**src/rtl/core/idp_pkg.sv**
```systemverilog
package idp_pkg;

  // default pool depth
  localparam int POOL_MAX_DEF = 1024;

  // command field
  localparam int CMD_W = 2;
  localparam logic [CMD_W-1:0] CMD_ALLOC   = 2'd0;
  localparam logic [CMD_W-1:0] CMD_RELEASE = 2'd1;
  localparam logic [CMD_W-1:0] CMD_QUERY   = 2'd2;

  // controller to datapath commands
  typedef struct packed {
    logic start;  // load pool size, restart fill
    logic rd;     // input word taken, issue memory reads
    logic exec;   // update stack and bits, load result
    logic clr;    // clear one in-use entry
  } dp_cmd_t;

  // datapath to controller status
  typedef struct packed {
    logic out_stall;   // result register full and not drained
    logic clear_done;  // last in-use entry being cleared
  } dp_sts_t;

endpackage

```
**src/rtl/core/idp_ctrl.sv**
```systemverilog
module idp_ctrl (
  input  logic              clk,
  input  logic              rst,
  input  logic              s_tvalid,
  output logic              s_tready,
  input  logic              cfg_valid,
  output logic              cfg_ready,
  output idp_pkg::dp_cmd_t  cmd,
  input  idp_pkg::dp_sts_t  sts
);
  import idp_pkg::*;

  typedef enum logic [1:0] {
    ST_IDLE,
    ST_EXEC,
    ST_CLEAR
  } state_t;

  state_t state;

  // handshakes
  assign cfg_ready = 1'b1;
  assign s_tready  = (state == ST_IDLE) && !cfg_valid;

  // commands to the datapath
  assign cmd.start = cfg_valid;
  assign cmd.rd    = s_tvalid && s_tready;
  assign cmd.exec  = (state == ST_EXEC) && !sts.out_stall;
  assign cmd.clr   = (state == ST_CLEAR);

  // state register
  always_ff @(posedge clk) begin
    if (rst) begin
      state <= ST_IDLE;
    end else if (cfg_valid) begin
      state <= ST_CLEAR;
    end else begin
      unique case (state)
        ST_IDLE: begin
          if (s_tvalid) state <= ST_EXEC;
        end
        ST_EXEC: begin
          if (!sts.out_stall) state <= ST_IDLE;
        end
        ST_CLEAR: begin
          if (sts.clear_done) state <= ST_IDLE;
        end
        default: begin
          state <= ST_IDLE;
        end
      endcase
    end
  end

endmodule

```
**config.mk**
```make
export PLATFORM = sky130hd
export DESIGN_NAME = idp_ctrl
export DESIGN_NICKNAME = d
export VERILOG_FILES = /design/src/rtl/core/idp_pkg.sv /design/src/rtl/core/idp_ctrl.sv
export SDC_FILE = /design/constraint.sdc
export NUM_CORES = 1
export LEC_CHECK = 0
export ABC_AREA = 0
export BUFFER_PORTS_ARGS = -buffer_cell sky130_fd_sc_hd__buf_2
export CAP_MARGIN = 0
export CORE_AREA = 8 8 45 47
export CTS_CLUSTER_SIZE = 12
export DETAILED_ROUTE_END_ITERATION = 10
export DIE_AREA = 0 0 53 55
export MAX_ROUTING_LAYER = met4
export PLACE_DENSITY_LB_ADDON = 0.3
export SLEW_MARGIN = 40
export SYNTH_ARGS = -nofsm -noshare
export SYNTH_HDL_FRONTEND = slang
export SYNTH_SLANG_ARGS = --single-unit
```
**constraint.sdc**
```tcl
create_clock -name clk -period 2.8 [get_ports clk]
set_clock_uncertainty 0.15 [all_clocks]
set_input_delay 0.84 -clock clk [delete_from_list [all_inputs] [get_ports clk]]
set_output_delay 0.84 -clock clk [all_outputs]
set_load 0.05 [all_outputs]
```
==> results.py, run 1 <==
metrics = {
    "status": {
        "status": "finished, final reports clean",
    },
    "sta": {
        "setup_viol": 0,
        "hold_viol_final": 0,
        "whs_ps": 403.8,
        "tns_ps": 0,
        "min_period_ps": 2457,
        "timing.fmax_ghz": 0.4070,
        "layout_worst_path_cycle_share": 0.8774,
        "maxSlewViolCount": 0,
        "rsz0062_at_grt": "no",
    },
    "grt": {
        "grt_pass1_wl_um": 579,
        "grt_max_degree": 5,
        "overflow": 0,
        "grt_pass1_vias": 135,
        "antenna_found_initial": 0,
        "grt_use_total": 0.03093,
    },
    "setup_path": {
        "startpoint_type": "primary input",
        "required_ps": 1810,
        "worstSetupPathType": "primary input to output port",
        "worstReg2RegEnd": "state[0]",
        "end_kind": "output port",
        "cpMostUsedCell": "buf_2",
        "reg2reg_slack_ps": 1810,
        "r2r_start": "state[0]",
        "crit_slowest_cell": "buf_2",
        "r2r_cells": 2,
        "max_stage_delay_ps": 250,
        "crit_arrival_ps": 1470,
        "path_cells": "buf_2 -> nor3_4 -> and2_1 -> buf_2",
        "critPathMaxFanout": 4,
    },
    "logic_synthesis": {
        "synth_edf_count": 0,
        "synth_fa_ha_area_frac": 0,
        "ys_top_cells_by_area": "dfxtp_1 31%, buf_4 12%, nor4_2 9.6%",
        "synth-simple-area-share": 0.3750,
        "synth-seq-area-share": 0.3077,
        "synthMuxAreaShare": 0.07692,
        "yosys.area_share.xor_xnor": 0,
        "synth_compound_area_frac": 0.06731,
        "synth.distinct_cells": 12,
        "ys_seq_elements": 2,
        "synth_ff_type": "dfxtp_1",
        "syn-num-nets": 20,
        "syn-instance-count": 14,
        "yosysWarningCount": 0,
        "postSynth.asyncResetShare": 0,
        "yosys.area.top_type": "dfxtp_1",
        "synth.cell_area_um2": 130.1,
        "synth_top_family_by_area": "simple AND/OR/NAND/NOR gates",
        "synth_area_per_cell_um2": 9.295,
        "yosysTopAreaCellShare": 0.3077,
        "ys_top_cells_by_count": "2 x buf_4, 2 x dfxtp_1",
    },
    "finish": {
        "antenna_cells": 0,
        "layout-drive-gt1-share": 0.6800,
        "nFillCells": 161,
        "multi_input_area_um2": 82.58,
        "reg_top3": "state: 2 flops",
        "largest-register": "state",
        "nets": 33,
        "area.sequential_um2": 40.04,
        "fin_area_um2": 219.0,
        "syn2layout_area_growth_pct": 68.27,
        "largest_reg_flops": 2,
    },
    "drt": {
        "wl_per_cell_um": 9.268,
        "drt_iter0_drc": 0,
        "via_per_inst": 3.098,
        "final_antenna_net_count": 0,
        "drt-total-wl_um": 380,
        "firstDrtPassIters": 1,
        "drc": 0,
        "num_vias": 127,
    },
    "clocking": {
        "clockBufferDepth": 2,
        "cts_made_buffers": 3,
        "numClockSinks": 2,
        "cts_setup_buffers": 0,
        "ctsHtreeMaxLevel": 1,
        "cts_hold_buf": 0,
        "insertion_delay_ps": 220,
        "clock-root-buffer": "clkbuf_4",
        "ctsResizeCount": 0,
        "clk_pin_slew_ps": 30,
        "cts_tree": "done",
    },
    "floorplan": {
        "num_rows": 14,
        "core-area_um2": 1384,
        "start_util": 0.09403,
        "die_w_um": 53,
        "dieArea_um2": 2915,
        "die_y_um": 55,
        "boundaryPins": 12,
    },
    "power_and_ir_drop": {
        "power_density_nw_per_um2": 597.8,
        "power_mw": 0.1309,
        "pwr-share-comb": 0.266,
        "p_int_mw": 0.08768,
        "p_leak_nw": 0.1041,
        "seq_power_share": 0.255,
        "switchingPower_mw": 0.04322,
        "p_clk_frac": 0.479,
        "irDropWorstVdd_mv": 0.1788,
        "swShare": 0.3302,
    },
    "hold_path": {
        "worstHoldPathType": "register to register",
        "min_to": "state[0]",
        "min_path_cells": 1,
        "hold_start": "state[1]",
    },
    "flow_run": {
        "maxCapViolCount": 0,
    },
    "place": {
        "postPlaceCellArea_um2": 196.4,
        "io_buffers": 10,
        "gp_congestion": 0.6580,
    },
}
==> layer usage <==
metal	vias up	wire length, um	share of wire	GRT usage
met5	-	0	0	-
met4	0	0	0	0
met3	0	109	0.29	0.05348
met2	14	63	0.17	0.01563
met1	46	207	0.54	0.04091
li1	67	-	-	-
==> cell families after synthesis <==
logic type | Yosys count
AO/OA/AOI/OAI | 1
buffers and inverters | 3
flip-flops | 2
multiplexers | 1
other | 1
AND/OR/NAND/NOR | 6
==> through the flow <==
step                instances    util  setup slack (ps)
floorplan                  14       -             42.69
global placement           38  0.1420             331.4
detailed placement         38  0.1420             331.4
CTS                        41  0.1582             334.1
global route               41  0.1582             304.8
finish                     41  0.1582             343.3
==> layout make-up <==
class | instances | share of cell area
well taps | 16 | 0.09143
multi-input cells | 9 | 0.3771
clock buffers | 3 | 0.1029
inverters | 1 | 0.01714
flip-flops and latches | 2 | 0.1829
repair buffers | 10 | 0.2286
==> worst max-delay path by stage <==
stage	start	cells after the start	to
6_report	cfg_valid	4	cmd[2]
4_1_cts	cfg_valid	4	cmd[2]
5_1_grt	cfg_valid	4	cmd[2]
3_3_place_gp	cfg_valid	4	cmd[2]
3_5_place_dp	cfg_valid	4	cmd[2]
2_1_floorplan	cfg_valid	2	cmd[2]
==> worst max-delay path: cells and delay by family <==
family,cells,cell delay (ps)
buffers and inverters,2,390
and+or+nand+nor,2,240
==> power by group through the flow <==
stage	Clock [mW]	Combinational (mW)	Sequential [mW]
2_1_floorplan	0	0.0273	0.0334
3_3_place_gp	0	0.0353	0.0339
3_5_place_dp	0	0.0351	0.0338
4_1_cts	0.0662	0.0351	0.0335
5_1_grt	0.0701	0.0368	0.0337
6_report	0.0627	0.0348	0.0334
==> cells in the final DEF (no fill, tap or decap), drive strengths merged <==
master,netlist,routed
nor3b,1,1
nor4,1,1
dfxtp,2,2
nor2b,1,1
inv,1,1
and2,1,1
buf,2,10
mux2i,1,1
a22o,1,1
nor3,1,1
nor2,1,1
conb,1,1
clkbuf,0,3
Power figures use the tool's default switching activity.
==> inputs of run 2 (changes only) <==
--- a/config.mk
+++ b/config.mk
@@ -9,3 +9,3 @@
 export BUFFER_PORTS_ARGS = -buffer_cell sky130_fd_sc_hd__buf_2
-export CAP_MARGIN = 0
+export CAP_MARGIN = 20
 export CORE_AREA = 8 8 45 47
==> constraint.sdc (replaced) <==
create_clock -name clk -period 2.8 [get_ports clk]
set_clock_uncertainty 0.15 [all_clocks]
set_input_delay 0.42 -clock clk [delete_from_list [all_inputs] [get_ports clk]]
set_output_delay 0.42 -clock clk [all_outputs]
set_load 0.05 [all_outputs]
==> run 2 against run 1 <==
Effect of this change: combinational power fell by 2%; register-to-register slack improved by 30 ps; global-route usage rose by 0.51 points; non-clock buffer count is the same; worst setup slack better by 740 ps; sequential power fell by 2%; critical path type is now register to output port; critical endpoint unchanged; largest cell class unchanged.
==> results.py, run 2 (synthesized netlist as in run 1, its figures left out) <==
metrics = {
    "status": {
        "status": "finished, final reports clean",
    },
    "finish": {
        "reg_top3": "state: 2 flops",
        "antenna_cells": 0,
        "nFillCells": 153,
        "syn2layout_area_growth_pct": 59.61,
        "fin_area_um2": 207.7,
        "nets": 33,
        "largest_reg_flops": 2,
        "final_cell_mix": "10 x buf_2, 3 x clkbuf_4, 2 x dfxtp_1",
        "final_common_cell": "buf_2",
        "layout-drive-gt1-share": 0.6400,
        "largest-register": "state",
    },
    "clocking": {
        "ctsHtreeMaxLevel": 1,
        "insertion_delay_ps": 220,
        "cts_setup_buffers": 0,
        "cts_hold_buf": 0,
        "numClockSinks": 2,
        "cts_tree": "done",
        "ctsResizeCount": 0,
        "clk_pin_slew_ps": 30,
        "clockBufferDepth": 2,
        "cts_made_buffers": 3,
        "clock-root-buffer": "clkbuf_4",
    },
    "setup_path": {
        "worstSetupPathType": "register to output port",
        "max_stage_delay_ps": 340,
        "crit_arrival_ps": 1140,
        "r2r_start": "state[0]",
        "critPathMaxFanout": 4,
        "reg2reg_slack_ps": 1840,
        "critPathBufInv": 1,
        "crit_slowest_cell": "dfxtp_1",
        "startpoint_type": "register",
        "path_cells": "nor3_2 -> and2_1 -> buf_2",
        "r2r_cells": 2,
        "cp.depth": 3,
        "cp-endpoint": "cmd[2]",
        "crit_start": "state[0]",
        "required_ps": 2230,
        "worstReg2RegEnd": "state[0]",
        "path_delay_family": "flip-flops",
        "end_kind": "output port",
    },
    "drt": {
        "firstDrtPassIters": 1,
        "drc": 0,
        "final_antenna_net_count": 0,
        "drt-total-wl_um": 399,
        "num_vias": 135,
        "drt_iter0_drc": 0,
        "via_per_inst": 3.293,
        "wl_per_cell_um": 9.732,
    },
    "place": {
        "io_buffers": 10,
        "postPlaceCellArea_um2": 185.2,
        "dpl.hpwl_um": 349.3,
        "gp_congestion": 0.6331,
    },
    "sta": {
        "hold_viol_final": 0,
        "rsz0062_at_grt": "no",
        "timing.fmax_ghz": 0.5837,
        "min_period_ps": 1713,
        "tns_ps": 0,
        "layout_worst_path_cycle_share": 0.6119,
        "maxSlewViolCount": 0,
        "setup_viol": 0,
    },
    "power_and_ir_drop": {
        "p_clk_frac": 0.482,
        "irDropWorstVdd_mv": 0.1560,
        "p_int_mw": 0.08701,
        "seq_power_share": 0.253,
        "switchingPower_mw": 0.04193,
        "p_leak_nw": 0.1026,
        "swShare": 0.3252,
        "pwr-share-comb": 0.265,
        "power_density_nw_per_um2": 620.8,
    },
    "flow_run": {
        "maxCapViolCount": 0,
    },
    "hold_path": {
        "worstHoldPathType": "primary input to register",
    },
    "floorplan": {
        "boundaryPins": 12,
        "core-area_um2": 1384,
        "start_util": 0.09403,
        "die_y_um": 55,
        "num_rows": 14,
        "dieArea_um2": 2915,
        "die_w_um": 53,
    },
    "grt": {
        "overflow": 0,
        "grt_pass1_vias": 158,
        "grt_pass1_wl_um": 648,
        "antenna_found_initial": 0,
        "grt_max_degree": 5,
        "grt_use_total": 0.03600,
    },
}
## run 2: cell counts in the layout (fill, tap and decap cells not counted)
No cell type changed its count.
## run 2: layout make-up
cell class / count / area [um2] / area share
Multi-Input combinational cell: 9 / 71.32 / 0.3434
Timing Repair Buffer: 10 / 50.05 / 0.2410
Clock buffer: 3 / 22.52 / 0.1084
Tap cell: 16 / 20.02 / 0.09639
Sequential cell: 2 / 40.04 / 0.1928
Inverter: 1 / 3.754 / 0.01807
## run 2: worst min path at each step
stage	from	to	slack, ps	cells past startpoint
6_report	rst	state[0]	250	2
5_1_grt	rst	state[0]	250	2
4_1_cts	rst	state[0]	240	2
3_5_place_dp	state[1]	state[0]	350	1
3_3_place_gp	state[1]	state[0]	360	1
2_1_floorplan	state[1]	state[0]	320	1
## run 2: power by group through the flow
stage	Sequential (mW)	Clock (mW)	Combinational, mW
2_1_floorplan	0.0326	0	0.0266
3_3_place_gp	0.0332	0	0.0344
3_5_place_dp	0.0330	0	0.0344
4_1_cts	0.0327	0.0668	0.0345
5_1_grt	0.0329	0.0689	0.0367
6_report	0.0327	0.0621	0.0341
## run 2: stage by stage
step | utilization | std cells | power [mW] | worst slack (ps) | hold slack, ps
2_1_floorplan | - | 14 | 0.05916 | 643.9 | 315.1
3_5_place_dp | 0.1338 | 38 | 0.06744 | 1158 | 346.6
4_1_cts | 0.1501 | 41 | 0.1339 | 1056 | 237.9
5_1_grt | 0.1501 | 41 | 0.1385 | 997.9 | 249.1
3_3_place_gp | 0.1338 | 38 | 0.06752 | 1166 | 356.0
6_report | 0.1501 | 41 | 0.1289 | 1087 | 251.9
## run 2: routing by layer
metal / share of wire / up-vias / track usage
li1: - / 68 / -
met4: 0 / 0 / 0.03879
met1: 0.63 / 55 / 0.04394
met3: 0.16 / 0 / 0.02941
met2: 0.20 / 12 / 0.02930
met5: 0 / - / -
==> inputs of run 3 (changes only) <==
Clock period 2.8 ns to 1.7 ns, I/O delays scaled along.
==> run 3 against run 2 <==
Effect of this change: sequential power grew 68%; register-to-register slack lost 1100 ps; worst setup slack lost 950 ps; global-route usage is the same; critical path depth is the same; wire length shrank 0.75%; first-iteration DRC count grew 1; final area grew 5.4%; total power grew 68%; hold slack lost 160 ps; largest cell class unchanged.
==> results.py, run 3 (synthesized netlist as in run 1, its figures left out) <==
metrics = {
    "status": {
        "status": "finished, final reports clean",
    },
    "setup_path": {
        "reg2reg_slack_ps": 720,
        "required_ps": 1290,
        "r2r_start": "state[0]",
        "max_stage_delay_ps": 350,
        "path_cells": "nor3_4 -> and2_1 -> buf_2",
        "r2r_cells": 2,
        "critPathMaxFanout": 4,
        "end_kind": "output port",
        "worstReg2RegEnd": "state[0]",
        "startpoint_type": "register",
        "crit_slowest_cell": "dfxtp_1",
        "worstSetupPathType": "register to output port",
        "crit_arrival_ps": 1150,
    },
    "hold_path": {
        "hold_start": "rst",
        "min_path_cells": 2,
        "min_to": "state[0]",
        "worstHoldPathType": "primary input to register",
    },
    "floorplan": {
        "core-area_um2": 1384,
        "die_y_um": 55,
        "num_rows": 14,
        "boundaryPins": 12,
        "die_w_um": 53,
        "start_util": 0.09403,
        "dieArea_um2": 2915,
    },
    "place": {
        "postPlaceCellArea_um2": 196.4,
        "io_buffers": 10,
        "gp_congestion": 0.6603,
    },
    "sta": {
        "min_period_ps": 1559,
        "whs_ps": 88.81,
        "rsz0062_at_grt": "no",
        "setup_viol": 0,
        "timing.fmax_ghz": 0.6415,
        "layout_worst_path_cycle_share": 0.9169,
        "maxSlewViolCount": 0,
        "hold_viol_final": 0,
    },
    "finish": {
        "largest-register": "state",
        "syn2layout_area_growth_pct": 68.27,
        "layout-drive-gt1-share": 0.6800,
        "antenna_cells": 0,
        "area.sequential_um2": 40.04,
        "fin_util": 0.1582,
        "largest_reg_flops": 2,
        "reg_top3": "state: 2 flops",
        "final_common_cell": "buf_2",
        "final_cell_mix": "10 x buf_2, 3 x clkbuf_4, 2 x dfxtp_1",
        "nets": 33,
        "fin_area_um2": 219.0,
        "multi_input_area_um2": 82.58,
        "nFillCells": 163,
    },
    "clocking": {
        "numClockSinks": 2,
        "clockBufferDepth": 2,
        "cts_setup_buffers": 0,
        "ctsResizeCount": 0,
        "cts_made_buffers": 3,
        "cts_hold_buf": 0,
        "clk_pin_slew_ps": 30,
        "clock-root-buffer": "clkbuf_4",
        "cts_tree": "done",
        "ctsHtreeMaxLevel": 1,
        "insertion_delay_ps": 220,
    },
    "drt": {
        "via_per_inst": 3.244,
        "drt_iter0_drc": 1,
        "firstDrtPassIters": 2,
        "final_antenna_net_count": 0,
        "wl_per_cell_um": 9.659,
        "drt-total-wl_um": 396,
        "drc": 0,
        "num_vias": 133,
    },
    "grt": {
        "overflow": 0,
        "antenna_found_initial": 0,
        "grt_pass1_wl_um": 614,
        "grt_use_total": 0.03600,
        "grt_pass1_vias": 137,
        "grt_max_degree": 5,
    },
    "power_and_ir_drop": {
        "power_density_nw_per_um2": 990.4,
        "p_leak_nw": 0.1041,
        "irDropWorstVdd_mv": 0.2648,
    },
    "flow_run": {
        "maxCapViolCount": 0,
    },
}
==> run 3: cell counts in the layout (fill, tap and decap cells not counted) <==
No cell type changed its count.
==> run 3: cell type report <==
class | instances | share of cell area
Multi-Input combinational cell | 9 | 0.3771
Timing Repair Buffer | 10 | 0.2286
Sequential cell | 2 | 0.1829
Clock buffer | 3 | 0.1029
Tap cell | 16 | 0.09143
Inverter | 1 | 0.01714
==> run 3: worst max-delay path, delay by kind of cell (launching register included) <==
family                 cells  cell delay [ps]
buffers and inverters      1              250
DFF                        1              350
and+or+nand+nor            2              320
==> run 3: metal layers <==
metal	up-vias	wire length, um	part of all wire	GRT usage
li1	69	-	-	-
met1	52	192	0.48	0.03788
met2	12	99	0.25	0.02734
met3	0	103	0.26	0.03476
met4	0	0	0	0.05172
met5	-	0	0	-
==> run 3: power by group <==
group	leakage (nW)	total [mW]	internal, mW	switching, mW
Sequential	0.0165	0.0550	0.0501	0.00489
Clock	0.0138	0.104	0.0778	0.0265
Combinational	0.0738	0.0575	0.0165	0.0409
Total	0.104	0.217	0.145	0.0723
==> run 3: worst max path at each step <==
stage	start	endpoint	slack [ps]	cells past startpoint
final	state[0]	cmd[2]	140	3
after floorplan	state[0]	cmd[2]	-60	2
after global placement	state[0]	cmd[2]	360	3
after global routing	state[0]	cmd[2]	60	3
after detailed placement	state[0]	cmd[2]	360	3
after CTS	state[0]	cmd[2]	120	3
==> run 3: per-stage QoR <==
step                      total power [mW]  setup TNS (ps)  instances  worst slack [ps]
final                               0.2169               0         41             141.2
after global routing                0.2398               0         41             56.89
after CTS                           0.2276               0         41             117.2
after detailed placement            0.1136               0         38             363.5
after global placement              0.1137               0         38             360.8
after floorplan                    0.09990          -60.46         14            -60.46
